$ cat config.mk
export PLATFORM = sky130hd
export DESIGN_NAME = rmb_div
export DESIGN_NICKNAME = d
export VERILOG_FILES = /design/src/hw/rtl/rmb_pkg.sv /design/src/hw/rtl/rmb_div.sv
export SDC_FILE = /design/constraint.sdc
export NUM_CORES = 1
export LEC_CHECK = 0
export ABC_AREA = 1
export BUFFER_PORTS_ARGS = -buffer_cell sky130_fd_sc_hd__buf_2
export CORE_ASPECT_RATIO = 1.5
export CORE_MARGIN = 2
export CORE_UTILIZATION = 35
export CTS_BUF_LIST = sky130_fd_sc_hd__clkbuf_8
export CTS_CLUSTER_SIZE = 25
export DETAILED_ROUTE_END_ITERATION = 8
export MAX_ROUTING_LAYER = met4
export PLACE_DENSITY = 0.61
export SLEW_MARGIN = 5
export SYNTH_ARGS = -nofsm -noshare
export SYNTH_HDL_FRONTEND = slang
export SYNTH_SLANG_ARGS = --single-unit
$ cat constraint.sdc
create_clock -name clk_i -period 2.8 [get_ports clk_i]
set_input_delay 0.42 -clock clk_i [delete_from_list [all_inputs] [get_ports clk_i]]
set_output_delay 0.42 -clock clk_i [all_outputs]
set_load 0.01 [all_outputs]
$ cat src/hw/rtl/rmb_pkg.sv
package rmb_pkg;

  localparam int NumBoxes  = 16;
  localparam int MaxSteps  = 8192;
  localparam int BoxIdxW   = 4;
  localparam int StepCntW  = 14;
  localparam int CoordW    = 25;
  localparam int PosW      = 27;
  localparam int MagW      = 32;
  localparam int KW        = 24;

  localparam logic [2:0] RegCamX   = 3'd0;
  localparam logic [2:0] RegCamY   = 3'd1;
  localparam logic [2:0] RegCamZ   = 3'd2;
  localparam logic [2:0] RegStep   = 3'd3;
  localparam logic [2:0] RegMaxDst = 3'd4;

  localparam logic KindLoad  = 1'b0;
  localparam logic KindTrace = 1'b1;

  typedef struct packed {
    logic               kind;
    logic [3:0]         box_index;
    logic               box_enable;
    logic signed [23:0] center_x;
    logic signed [23:0] center_y;
    logic signed [23:0] center_z;
    logic [22:0]        extent_x;
    logic [22:0]        extent_y;
    logic [22:0]        extent_z;
    logic signed [15:0] tan_h;
    logic signed [15:0] tan_v;
  } in_item_t;

  typedef struct packed {
    logic        hit;
    logic [15:0] depth;
    logic        load_done;
  } out_item_t;

  typedef struct packed {
    logic signed [CoordW-1:0] lo_x;
    logic signed [CoordW-1:0] hi_x;
    logic signed [CoordW-1:0] lo_y;
    logic signed [CoordW-1:0] hi_y;
    logic signed [CoordW-1:0] lo_z;
    logic signed [CoordW-1:0] hi_z;
  } box_t;

  typedef struct packed {
    logic                  vld;
    logic signed [PosW-1:0] px;
    logic signed [PosW-1:0] py;
    logic signed [PosW-1:0] pz;
    logic [KW-1:0]         k;
    logic                  last;
  } probe_t;

endpackage

$ cat src/hw/rtl/rmb_div.sv
module rmb_div import rmb_pkg::*; (
  input  logic        clk_i,
  input  logic        rst_ni,
  input  logic        start_i,
  input  logic [63:0] num_i,
  input  logic [39:0] den_i,
  output logic        done_o,
  output logic [39:0] quo_o
);

  logic [6:0]  cnt_q;
  logic        run_q;
  logic [63:0] num_q;
  logic [40:0] rem_q;
  logic [39:0] quo_q;
  logic [40:0] trial;

  assign trial = {rem_q[39:0], num_q[63]};

  always_ff @(posedge clk_i or negedge rst_ni) begin
    if (!rst_ni) begin
      run_q  <= 1'b0;
      cnt_q  <= '0;
      done_o <= 1'b0;
    end else begin
      done_o <= 1'b0;
      if (start_i) begin
        run_q <= 1'b1;
        cnt_q <= 7'd64;
      end else if (run_q) begin
        cnt_q <= cnt_q - 7'd1;
        if (cnt_q == 7'd1) begin
          run_q  <= 1'b0;
          done_o <= 1'b1;
        end
      end
    end
  end

  always_ff @(posedge clk_i) begin
    if (start_i) begin
      num_q <= num_i;
      rem_q <= '0;
      quo_q <= '0;
    end else if (run_q) begin
      num_q <= {num_q[62:0], 1'b0};
      if (trial >= {1'b0, den_i}) begin
        rem_q <= trial - {1'b0, den_i};
        quo_q <= {quo_q[38:0], 1'b1};
      end else begin
        rem_q <= trial;
        quo_q <= {quo_q[38:0], 1'b0};
      end
    end
  end

  assign quo_o = quo_q;

endmodule

Word level (Yosys, flattened, before mapping):

Index checks and enable logic that the tools add are counted.

* add/sub/neg operators: 2
* $lt $le $gt $ge: 1
* eq/ne operators: 1
* multiplexer cells: 12
* reduce and logical (&&, ||, !) cells: 1

Operators with widths (number)
* $mux 64: 2
* $ge 41x40->1: 1
* $mux 40: 1
* $sub 40x40->40: 1
* $mux 7: 2
* $eq 7x1->1 const B: 1
* $mux 1: 7
* $sub 7x1->7 const B: 1
* $reduce_bool 2->1: 1

* flip-flop bits (word level): 153
* bits of input ports: 107
* logic and storage cells: 23

Logic depth before layout (Yosys ltp):

* word-level depth: 4
* gate-level depth with buffers: 16
* mapped depth without buffers: 16

Worst setup path after synthesis:

Ideal clock, no wire load.

* kind: input to register
* start point: input start_i
* end point: register num_q[0], enable pin
* setup time: 454 ps
* arrival: 2559 ps
* required time: 2346 ps
* slack: -213 ps
* stages: 3
* path buffers: 1
* cells stage by stage: nor2_1 -> clkinv_1 -> clkbuf_1

* word-level cells in the longest chain between the ends: 1

RTL lines
* start, declared: RTL line rmb_div.sv:4 `input logic start_i,`
* $reduce_bool 2->1 (no source line)
* end signal, assigned: RTL line rmb_div.sv:42 `num_q <= num_i;`
* end signal, assigned: RTL line rmb_div.sv:46 `num_q <= {num_q[62:0], 1'b0};`
* end, declared: RTL line rmb_div.sv:13 `logic [63:0] num_q;`

Every way passes these cells.
A chain may end at the register's enable or synchronous reset.

Worst setup path in the final report:

* start point: register rem_q[31]
* end point: register rem_q[22]

* word-level cells in the longest chain between the ends: 2

RTL lines
* start, declared: RTL line rmb_div.sv:14 `logic [40:0] rem_q;`
* start signal, assigned: RTL line rmb_div.sv:48 `rem_q <= trial - {1'b0, den_i};`
* start signal, assigned: RTL line rmb_div.sv:51 `rem_q <= trial;`
* $ge 41x40->1: RTL line rmb_div.sv:47 `if (trial >= {1'b0, den_i}) begin`
* $mux 40: RTL line rmb_div.sv:47

Every way passes these cells.

==> flow_summary.toml <==
[run_status]
status = "complete, no violations"

[logic_synthesis]
synth-seq-cells = 153
synth_top_area_share_pct = 21.0
seq_area_frac_synth_pct = 39.0
synth_top_family_by_area = "simple AND/OR/NAND/NOR gates"
post-synth-top-count-cell = "nand2_1"
synth-edff-count = 64
synth_top_cell_by_area = "nand2_1"
yosys-top-cells-count = "nand2_1 (537), inv_1 (234), nand3_1 (101)"
synth_compound_area_share_pct = 5.88
async_flop_share_pct = 5.88
synthSimpleGateAreaFrac_pct = 34.6
synth_area_per_cell_um2 = 6.91
synth_mux_area_share_pct = 0
yosysUniqueCellTypes = 36
synthAdderAreaFrac_pct = 5.67
synth_top_flop_cell = "dfxtp_1"
synth_xor_area_share_pct = 2.00
yosysWarnings = 0
ys_top_cells_by_area = "nand2_1 (21%), edfxtp_1 (20%), dfxtp_1 (17%), inv_1 (9.1%), ha_1 (5.5%)"
netlist_instances = 1391
synthesis.nets = 1541
syn-cell-area_um2 = 9620

[critical_path]
critPathMaxStageDelay_ns = 0.41
start_kind = "flop"
critPathLaunch = "rem_q[31]$_SDFFE_PP0P_"
crit_arrival_ns = 2.82
crit_type = "reg2reg"
crit_required_ns = 3.17
path_delay_family = "simple AND/OR/NAND/NOR gates"
path_common_cell = "nand3_1"
cp-end-kind = "flop"
worst-path-max-fanout = 32
cp.buffers_inverters = 2
slowest_stage = "dfxtp_1"
crit_path_cell_trace = "ha_1 -> nand2_1 -> nor2_1 -> buf_4 -> nand3_1 -> nand3b_1 -> nand2_1 -> nor2_4 -> nand2_4 -> buf_12 -> nand3_1 -> nand3_1"
r2r_start = "rem_q[31]$_SDFFE_PP0P_"

[route]
drtAntennaViolNets = 0
drtPass1Iterations = 5
drc = 0
via_count = 8985
via_per_inst = 4.75
wl_per_cell_um = 14.8
drtIter0Drc = 390
drt_wl_total_mm = 27.9

[power]
leakage_nw = 5.96
finalPower_mw = 7.86
powerDensity_nw_per_um2 = 709
peakVddDrop_mv = 0.441

[place]
portBuffers = 147
dp.cells = 1855
dpl.hpwl_mm = 22.1
gp_congestion = 0.950
place_area_um2 = 10700
dp_slack_ns = 0.189

[finish]
areaGrowthSynthToFinish_pct = 15.3
final_nets = 1683
n_fill_cell = 2935
layout-drive-gt1-share_pct = 14.7
fin_cells = 1890
fin_area_um2 = 11100

[die]
core_um2 = 27100
start_util_pct = 35.4
die_w_um = 139
rows = 74
die_area_um2 = 28800
fp.dieH_um = 207
io_pins = 148

[grt]
gr-usage-met2_pct = 37.5
grt_max_degree = 83
grt.met3_usage_pct = 3.58
top_usage_layer = "met2"
grt_pass1_wl_mm = 45.7
grt.total_usage_pct = 20.4
grtUsageMet1_pct = 20.4
antenna_found_initial = 2
grt-ovfl-total = 0
grt_pass1_vias = 9222

[clock_tree]
clkTransAtPathRegs_ns = 0.09
cts_setup_buffers = 0
ctsHoldBuffers = 1
cts_root_buffer = "clkbuf_8"
ctsResizeCount = 0
htreeDepth = 4
clockBufferDepth = 2
clock_latency_ns = 0.50
cts_tree = "done"
cts.sinks = 153
cts_made_buffers = 17

[sta]
relSlewSlack_pct = 60.4
fin_worst_skew_ns = 0.0168
slew_viol_final = 0
setup_violations = 0
max_freq_mhz = 407
fin_crit_sh_pct = 87.7
min_period_ns = 2.45
tightest_slew_ns = 0.594
hold_viol_final = 0
fin_ws_ns = 0.346
rsz0062_at_grt = "no"
setup-tns-final_ns = 0

[min_path]
worstHoldPathType = "in2reg"
min_from = "num_i[0]"

[flow_run]
drv_cap = 0
final timing paths:
kind | to | slack [ns] | depth (start not counted)
worst min register to register | quo_o[39]$_SDFFE_PP0P_ | 0.48 | 2
min in group asynchronous | cnt_q[5]$_DFFE_PN0P_ | 0.32 | 2
worst max-delay path | rem_q[22]$_SDFFE_PP0P_ | 0.35 | 12
worst min-delay path | num_q[0]$_SDFFCE_PN0P_ | 0.19 | 3
max in group asynchronous | done_o$_DFF_PN0_ | 2.28 | 2
worst max register to register | rem_q[22]$_SDFFE_PP0P_ | 0.35 | 12
stage by stage:
step | utilization, % | hold slack [ns]
floorplan | - | 0.124
global placement | 39.3 | 0.289
detailed placement | 39.3 | 0.293
CTS | 40.9 | 0.154
global route | 40.9 | 0.177
finish | 40.9 | 0.194
routing by layer:
metal / share of wire, % / vias up
li1: - / 4681
met1: 38 / 4041
met2: 53 / 205
met3: 3.7 / 58
met4: 4.8 / 0
met5: 0 / -
final cells by class:
class	count	area, um2	area share, %
Clock buffer	17	234	2.11
Tap cell	342	428	3.86
Multi-Input combinational cell	955	4650	41.9
Sequential cell	153	3750	33.8
Clock inverter	15	173	1.56
Timing Repair Buffer	170	961	8.67
Inverter	236	888	8.01
Antenna cell	2	5.00	0.0451
worst reg2reg max path, delay by kind of cell (launching register included):
kind,cells,cell delay [ns]
adder cells (fa/ha/maj),1,0.33
AND/OR/NAND/NOR,9,1.28
flip-flops,1,0.41
buffers and inverters,2,0.32
kinds of logic after synthesis:
family | count (synthesis)
adder cells (fa/ha/maj) | 43
XOR/XNOR | 22
AO/OA/AOI/OAI | 99
flip-flops | 153
AND/OR/NAND/NOR | 791
buffers and inverters | 283
flip-flops by register name, summed over array words and instances, names as in the netlist:
signal / flops
num_q: 64
quo_o: 40
rem_q: 40
cnt_q: 7
done_o: 1
run_q: 1
placed cells by master (no fill, tap or decap), types with 2 or more instances in the layout:
cell type	count
a21o_1	2
a21oi_1	37
buf_12	4
buf_2	147
buf_4	18
bufinv_16	3
clkbuf_8	17
clkinv_1	4
clkinv_4	2
clkinvlp_4	2
dfrtp_1	9
dfxtp_1	80
diode_2	2
edfxtp_1	64
ha_1	42
inv_1	235
inv_6	4
nand2_1	537
nand2_2	9
nand2_4	2
nand3_1	101
nand3b_1	4
nand4_1	44
nor2_1	71
nor2_2	12
nor2_4	4
nor3_1	3
o21ai_0	14
o21bai_1	5
o22ai_1	39
xnor2_1	2
xor2_1	20
report_power, final:
part | total, mW | internal, mW | switching, mW
clock | 1.81 | 0.881 | 0.931
sequential | 2.89 | 2.66 | 0.224
combinational | 3.16 | 1.08 | 2.09
total | 7.86 | 4.62 | 3.24
(Power assumes the default switching activity.)
