$ cat config.mk
export PLATFORM = sky130hd
export DESIGN_NAME = rmb_cell
export DESIGN_NICKNAME = d
export VERILOG_FILES = /design/src/hw/rtl/rmb_pkg.sv /design/src/hw/rtl/rmb_cell.sv
export SDC_FILE = /design/constraint.sdc
export NUM_CORES = 1
export LEC_CHECK = 0
export BUFFER_PORTS_ARGS = -buffer_cell sky130_fd_sc_hd__buf_2
export CORE_MARGIN = 2
export CORE_UTILIZATION = 30
export CTS_BUF_LIST = sky130_fd_sc_hd__clkbuf_8 sky130_fd_sc_hd__clkbuf_16
export DETAILED_ROUTE_END_ITERATION = 16
export GPL_TIMING_DRIVEN = 0
export PLACE_DENSITY_LB_ADDON = 0.15
export SETUP_SLACK_MARGIN = 0.15
export SYNTH_ARGS = -nofsm -noshare
export SYNTH_HDL_FRONTEND = slang
export SYNTH_SLANG_ARGS = --single-unit
$ cat constraint.sdc
create_clock -name clk_i -period 3.1 [get_ports clk_i]
set_input_delay 0.465 -clock clk_i [delete_from_list [all_inputs] [get_ports clk_i]]
set_output_delay 0.465 -clock clk_i [all_outputs]
set_load 0.02 [all_outputs]
$ cat src/hw/rtl/rmb_pkg.sv
package rmb_pkg;

  localparam int NumBoxes  = 16;
  localparam int MaxSteps  = 8192;
  localparam int BoxIdxW   = 4;
  localparam int StepCntW  = 14;
  localparam int CoordW    = 25;
  localparam int PosW      = 27;
  localparam int MagW      = 32;
  localparam int KW        = 24;

  localparam logic [2:0] RegCamX   = 3'd0;
  localparam logic [2:0] RegCamY   = 3'd1;
  localparam logic [2:0] RegCamZ   = 3'd2;
  localparam logic [2:0] RegStep   = 3'd3;
  localparam logic [2:0] RegMaxDst = 3'd4;

  localparam logic KindLoad  = 1'b0;
  localparam logic KindTrace = 1'b1;

  typedef struct packed {
    logic               kind;
    logic [3:0]         box_index;
    logic               box_enable;
    logic signed [23:0] center_x;
    logic signed [23:0] center_y;
    logic signed [23:0] center_z;
    logic [22:0]        extent_x;
    logic [22:0]        extent_y;
    logic [22:0]        extent_z;
    logic signed [15:0] tan_h;
    logic signed [15:0] tan_v;
  } in_item_t;

  typedef struct packed {
    logic        hit;
    logic [15:0] depth;
    logic        load_done;
  } out_item_t;

  typedef struct packed {
    logic signed [CoordW-1:0] lo_x;
    logic signed [CoordW-1:0] hi_x;
    logic signed [CoordW-1:0] lo_y;
    logic signed [CoordW-1:0] hi_y;
    logic signed [CoordW-1:0] lo_z;
    logic signed [CoordW-1:0] hi_z;
  } box_t;

  typedef struct packed {
    logic                  vld;
    logic signed [PosW-1:0] px;
    logic signed [PosW-1:0] py;
    logic signed [PosW-1:0] pz;
    logic [KW-1:0]         k;
    logic                  last;
  } probe_t;

endpackage

$ cat src/hw/rtl/rmb_cell.sv
module rmb_cell import rmb_pkg::*; (
  input  logic   clk_i,
  input  logic   rst_ni,
  input  logic   wr_i,
  input  logic   en_i,
  input  box_t   box_i,
  input  probe_t probe_i,
  input  logic   hit_i,
  output probe_t probe_o,
  output logic   hit_o
);

  logic valid_q;
  box_t box_q;
  probe_t probe_q;
  logic vld_q;
  logic hit_q, in_box;

  always_ff @(posedge clk_i or negedge rst_ni) begin
    if (!rst_ni) begin
      valid_q <= 1'b0;
    end else if (wr_i) begin
      valid_q <= en_i;
    end
  end

  always_ff @(posedge clk_i) begin
    if (wr_i) begin
      box_q <= box_i;
    end
  end

  always_comb begin
    in_box = valid_q &&
      probe_i.px >= PosW'(box_q.lo_x) && probe_i.px <= PosW'(box_q.hi_x) &&
      probe_i.py >= PosW'(box_q.lo_y) && probe_i.py <= PosW'(box_q.hi_y) &&
      probe_i.pz >= PosW'(box_q.lo_z) && probe_i.pz <= PosW'(box_q.hi_z);
  end

  always_ff @(posedge clk_i or negedge rst_ni) begin
    if (!rst_ni) begin
      vld_q <= 1'b0;
      hit_q <= 1'b0;
    end else begin
      vld_q <= probe_i.vld;
      hit_q <= probe_i.vld && (hit_i || in_box);
    end
  end

  always_ff @(posedge clk_i) begin
    probe_q <= probe_i;
  end

  always_comb begin
    probe_o     = probe_q;
    probe_o.vld = vld_q;
  end

  assign hit_o = hit_q;

endmodule

# Word level (Yosys, flattened, before mapping)
# Index checks and enable logic that the tools add are counted.
[classes]
order_cmp = 6
reduce_logical = 8
[op_table]
columns = ["operator", "count"]
rows = [
  ["$ge 27x25->1", 3],
  ["$le 27x25->1", 3],
  ["$logic_and 1x1->1", 7],
  ["$logic_or 1x1->1", 1],
]
[word_totals]
reg_bits = 259
word_cells = 28
inputBits = 262
output_inout_bits = 108

# Depth between registers and ports, before layout
[logic_depth]
depth_word = 9
depth_mapped = 10
ltp_nobuf = 10

# Worst setup path after synthesis
# OpenSTA, ideal clock, no wires.
[synth_timing]
kind = "input -> register"
start = "input probe_i[51] (netlist name)"
end = "register hit_q, in the netlist hit_o"
arrival_time_ns = 2.770
setup_slack_ns = 0.234
setup_time_ns = 0.095
path_stages = 9
n_path_buf = 0
required_ns = 3.005
cell_sequence = "ha_1 > and4_1 > nand2_1 > or4_1 > a2111oi_0 > nor4_1 > mux2i_1 > or4b_1 > o31ai_1"
[synth_between]
elab_chain_cells = 5
elab_cells_between_ends = 6
cone_classes = "2 x order compare; 4 x reduce/logical"
[synth_lines]
columns = ["item", "line_no", "source"]
rows = [
  ["start: declaration", "rmb_cell.sv:7", "input probe_t probe_i,"],
  ["$ge 27x25->1", "rmb_cell.sv:37", "probe_i.pz >= PosW'(box_q.lo_z) && probe_i.pz <= PosW'(box_q.hi_z);"],
  ["$logic_and 1x1->1", "rmb_cell.sv:36", "probe_i.py >= PosW'(box_q.lo_y) && probe_i.py <= PosW'(box_q.hi_y) &&"],
  ["$logic_and 1x1->1 (*)", "rmb_cell.sv:37", ""],
  ["$logic_or 1x1->1 (*)", "rmb_cell.sv:46", "hit_q <= probe_i.vld && (hit_i || in_box);"],
  ["$logic_and 1x1->1 (*)", "rmb_cell.sv:46", ""],
  ["end signal: assignment", "rmb_cell.sv:46", ""],
  ["end: declaration", "rmb_cell.sv:17", "logic hit_q, in_box;"],
]
# Every way passes the cells marked *; elsewhere a longest branch is shown, timed or not.
# A chain may end at the register's enable or synchronous reset.

# Worst setup path after layout
[layout_timing]
start = "register box_q[49] (netlist name)"
end = "register hit_q, in the netlist hit_o"
[layout_between]
elab_chain_cells = 5
[layout_lines]
columns = ["item", "line_no", "source"]
rows = [
  ["start: declaration", "rmb_cell.sv:14", "box_t box_q;"],
  ["start signal: assignment", "rmb_cell.sv:29", "box_q <= box_i;"],
  ["$ge 27x25->1", "rmb_cell.sv:37", ""],
  ["$logic_and 1x1->1", "rmb_cell.sv:36", ""],
  ["$logic_and 1x1->1", "rmb_cell.sv:37", ""],
  ["$logic_or 1x1->1", "rmb_cell.sv:46", ""],
  ["$logic_and 1x1->1", "rmb_cell.sv:46", ""],
]
# No other way between the ends.

==> results.md <==
STA:
- The final worst-path setup slack is 0.2051 ns.
- The worst clock skew is 0.03448 ns.
- The worst path in the final design needs a cycle of 2.895 ns, including I/O delays and setup.
- The hold violation total from the final report is 0.
- Setup violations remaining at the end of the flow were counted as 0.
- The number of pins exceeding their max-slew limit in the final report is 0.
- Derived from the worst setup path, the maximum achievable clock frequency is 0.3454 GHz.
- The worst slew margin relative to its limit is 0.5156.
- The worst hold slack across all endpoints is 0.04558 ns.
- The setup TNS is 0 ns.
- For the pin with the worst max-slew slack, the measured transition is 0.7265 ns.
- The part of the cycle the worst path needs is 0.9338.
- Setup repair after global routing could not meet its margin everywhere.

Synth:
- The post-synthesis area per instance is 12.93 sq um.
- The number of instances in the synthesized netlist is 836.
- Yosys printed 0 warnings.
- The number of nets in the synthesized netlist is 1260.
- The post-synthesis cell type count is 43.
- The total of flip-flops plus latches after synthesis is 259.
- The portion of synthesized cell area occupied by the leading cell type is 0.4167.
- Summed over all instances, the cell type with the most area after synthesis is sky130_fd_sc_hd__edfxtp_1.
- Summing every instance area after synthesis gives 10810 sq um.
- Of the synthesized area, sequential elements account for 0.6199.
- By area the synthesized netlist is led by sky130_fd_sc_hd__edfxtp_1 42%, sky130_fd_sc_hd__dfxtp_1 20%, sky130_fd_sc_hd__ha_1 19%.

Outcome:
- The flow ran to the end, and the final reports show no timing, DRC or antenna violations.

Die:
- The number of rows in the core area is 69.
- The chip height is 193.8 um.
- The I/O pin count is 370.
- The starting density of the core is 0.3039.
- The total core area is 35570 sq um.
- The chip width is 193.8 um.
- The die area is 37570 sq um.

Placed design:
- The worst slack at placement is -0.4094 ns.
- The count of port buffers added during placement is 369.
- The routability congestion estimate from global placement is 0.7535.
- Detailed placement ended at an HPWL of 21490 um.

Finish:
- The layout-stage area growth over the synthesis result is 36.27%.
- The final core utilization is 0.4142.
- For this run, the post-layout net count is 1698.
- The layout cell share with drive strength beyond 1 is 0.3344.

CTS:
- In this run the deepest clock path goes through 3 buffers.
- After clock tree synthesis, the setup repair step added 0 buffers.
- Buffers inserted during clock tree synthesis total 30.
- Counting every sink on the clock net gives 259.
- The clock-pin slew on the worst setup and hold paths is 0.06 ns.
- The H-tree depth is 1.
- CTS placed an instance of sky130_fd_sc_hd__clkbuf_16 at the clock tree root.
- TritonCTS built the clock tree.
- For the worst-skew pair, the clock arrives at the later sink with an insertion delay of 0.57 ns.

Routing:
- The total wire length is 27130 um.
- The detail-routed net length per standard cell is 15.36 um.
- The total via count after detailed routing is 7618.
- For this run, design rule violations remaining after detail routing come to 0.
- After the first detailed-routing iteration, the DRC count stood at 211.
- The via count normalized by instance count is 4.314.
- Before antenna repair, the detailed router went through 4 iterations.
- The detail route stage leaves a number of antenna-violating nets equal to 0.

GRT:
- The maximum number of pins on one net before global-route repair is 80.
- Across every metal layer, demand over resource in global routing totals 0.1433.
- The first global-routing pass estimated 42370 um of wire.
- Summed over all layers, the global routing overflow is 0.
- The via count of the first global-routing pass was 7766.
- The initial antenna violation count is 13.

Hold path:
- Counting instances, the worst hold path has a depth of 1.
- The class of the worst hold path is primary input to flop.

Power:
- The total leakage power is 0.007118 uW.
- Across the VDD grid, the largest voltage drop is 0.4235 mV.
- In this run the power density over the cells is 578.8 nW/um^2.

Setup path:
- The critical path capture point type is a flop.
- The critical path class is flop to flop.
- The number of cells on the worst reg-to-reg path is 10.
- Data on the critical path arrives at its endpoint at 3.34 ns.
- The worst setup path is launched from a flop.
- STA puts the critical path data required time at 3.55 ns.
- Along the worst path, the maximum fanout reaches 4.

Run:
- Max-cap violations in this run came to 0.
registers in the layout, summed over array words and instances, names as in the netlist:
signal and cells:
vld_q 1, probe_o 106, hit_o 1, box_q 150
valid_q 1
logic make-up after synthesis:
| kind of cell | share of synthesized area |
|---|---|
| AOI/OAI and AO/OA | 0.07547 |
| DFF | 0.6199 |
| and+or+nand+nor | 0.05903 |
| xor gates and xnor gates | 0.0008103 |
| muxes | 0.003819 |
| adders and majority gates | 0.1875 |
| buffers and inverters | 0.05347 |
worst max-delay path, cell delays in order (launching register included):
cell                        delay [ns]
sky130_fd_sc_hd__edfxtp_1         0.34
sky130_fd_sc_hd__inv_2            0.07
sky130_fd_sc_hd__ha_4             0.30
sky130_fd_sc_hd__and4_1           0.20
sky130_fd_sc_hd__nand2_1          0.08
sky130_fd_sc_hd__or4_4            0.55
sky130_fd_sc_hd__a2111oi_4        0.26
sky130_fd_sc_hd__nor4_2           0.09
sky130_fd_sc_hd__mux2i_2          0.20
sky130_fd_sc_hd__or4b_1           0.49
sky130_fd_sc_hd__o31ai_1          0.19
power breakdown:
| group | internal (uW) | leakage, uW | switching, uW |
|---|---|---|---|
| Sequential | 3890 | 0.00240 | 54.9 |
| Clock | 2060 | 0.000530 | 1420 |
| Combinational | 485 | 0.00419 | 621 |
| Total | 6430 | 0.00712 | 2090 |
area by class of cell:
class	count	area [sq um]
timing repair buffer	406	2241
antenna	7	17.52
clock buffer	39	908.4
buffer	1	7.507
multi-input combinational	424	3608
sequential	259	6701
clock inverter	17	100.1
tap	461	576.8
inverter	152	570.5
fill	3492	20840
worst paths after layout:
kind / from / end / slack, ns
max in group asynchronous: rst_ni / hit_o / 2.71
worst min-delay path: probe_i[38] / probe_o[38] / 0.05
min in group asynchronous: rst_ni / vld_q / 0.25
worst max register to register: box_q[49] / hit_o / 0.21
worst max-delay path: box_q[49] / hit_o / 0.21
worst min register to register: valid_q / valid_q / 0.52
layout by cell type, fill, tap and decap left out, types with 5 or more instances in the layout:
master and instances:
sky130_fd_sc_hd__a21o_1 14, sky130_fd_sc_hd__o21ai_0 31, sky130_fd_sc_hd__clkbuf_16 33, sky130_fd_sc_hd__dlygate4sd3_1 36
sky130_fd_sc_hd__nand4_1 29, sky130_fd_sc_hd__inv_1 158, sky130_fd_sc_hd__a211oi_1 11, sky130_fd_sc_hd__buf_2 368
sky130_fd_sc_hd__clkbuf_8 6, sky130_fd_sc_hd__nor3_1 5, sky130_fd_sc_hd__clkinv_2 5, sky130_fd_sc_hd__nand2_1 33
sky130_fd_sc_hd__nand3_1 13, sky130_fd_sc_hd__diode_2 7, sky130_fd_sc_hd__a21oi_1 64, sky130_fd_sc_hd__edfxtp_1 150
sky130_fd_sc_hd__ha_1 160, sky130_fd_sc_hd__nor2_1 16, sky130_fd_sc_hd__dfxtp_1 106
repair_timing:
| action | CTS | global route |
|---|---|---|
| hold buffers | 36 | 0 |
| setup endpoints to repair | 1 | 1 |
| gates resized for setup | 12 | 1 |
| pin swaps | 5 | 2 |
| hold endpoints to repair | 38 | 0 |
layer usage:
| metal | vias to the layer above | share of wire | track usage | routed length, um |
|---|---|---|---|---|
| met5 | - | 0.0025 | 0 | 69 |
| met3 | 53 | 0.069 | 0.04157 | 1872 |
| met4 | 12 | 0.027 | 0.04798 | 733 |
| met2 | 205 | 0.47 | 0.2385 | 12720 |
| li1 | 3892 | - | - | - |
| met1 | 3456 | 0.43 | 0.1783 | 11730 |
Yosys cell counts, drive strengths merged:
| master | instances |
|---|---|
| o311ai | 1 |
| a2111oi | 3 |
| nor2 | 16 |
| ha | 162 |
| a2111o | 1 |
| or2 | 1 |
| mux2i | 3 |
| mux2 | 1 |
| a22oi | 1 |
| o21ai | 32 |
| o21a | 2 |
| nand4 | 31 |
| a211oi | 11 |
| a21oi | 64 |
| a21o | 14 |
| xnor2 | 1 |
| edfxtp | 150 |
| o22a | 1 |
| or4b | 1 |
| a31oi | 1 |
| nand3 | 13 |
| nand2 | 33 |
| buf | 1 |
| o211ai | 1 |
| o21bai | 1 |
| or4 | 3 |
| o41ai | 3 |
| o22ai | 1 |
| nand2b | 2 |
| nor4 | 5 |
| dfxtp | 106 |
| nor2b | 3 |
| inv | 152 |
| nand3b | 2 |
| nor3 | 5 |
| dfrtp | 3 |
| o31ai | 1 |
| and4 | 3 |
| a221oi | 1 |
metrics by stage:
step | instance area [sq um] | total power [uW] | cells
CTS | 14710 | 8686 | 1759
global route | 14720 | 8995 | 1763
global placement | 13230 | 5069 | 1666
detailed placement | 13270 | 5088 | 1667
finish | 14730 | 8526 | 1766
floorplan | 10810 | 4593 | 836
(Power assumes the default switching activity.)
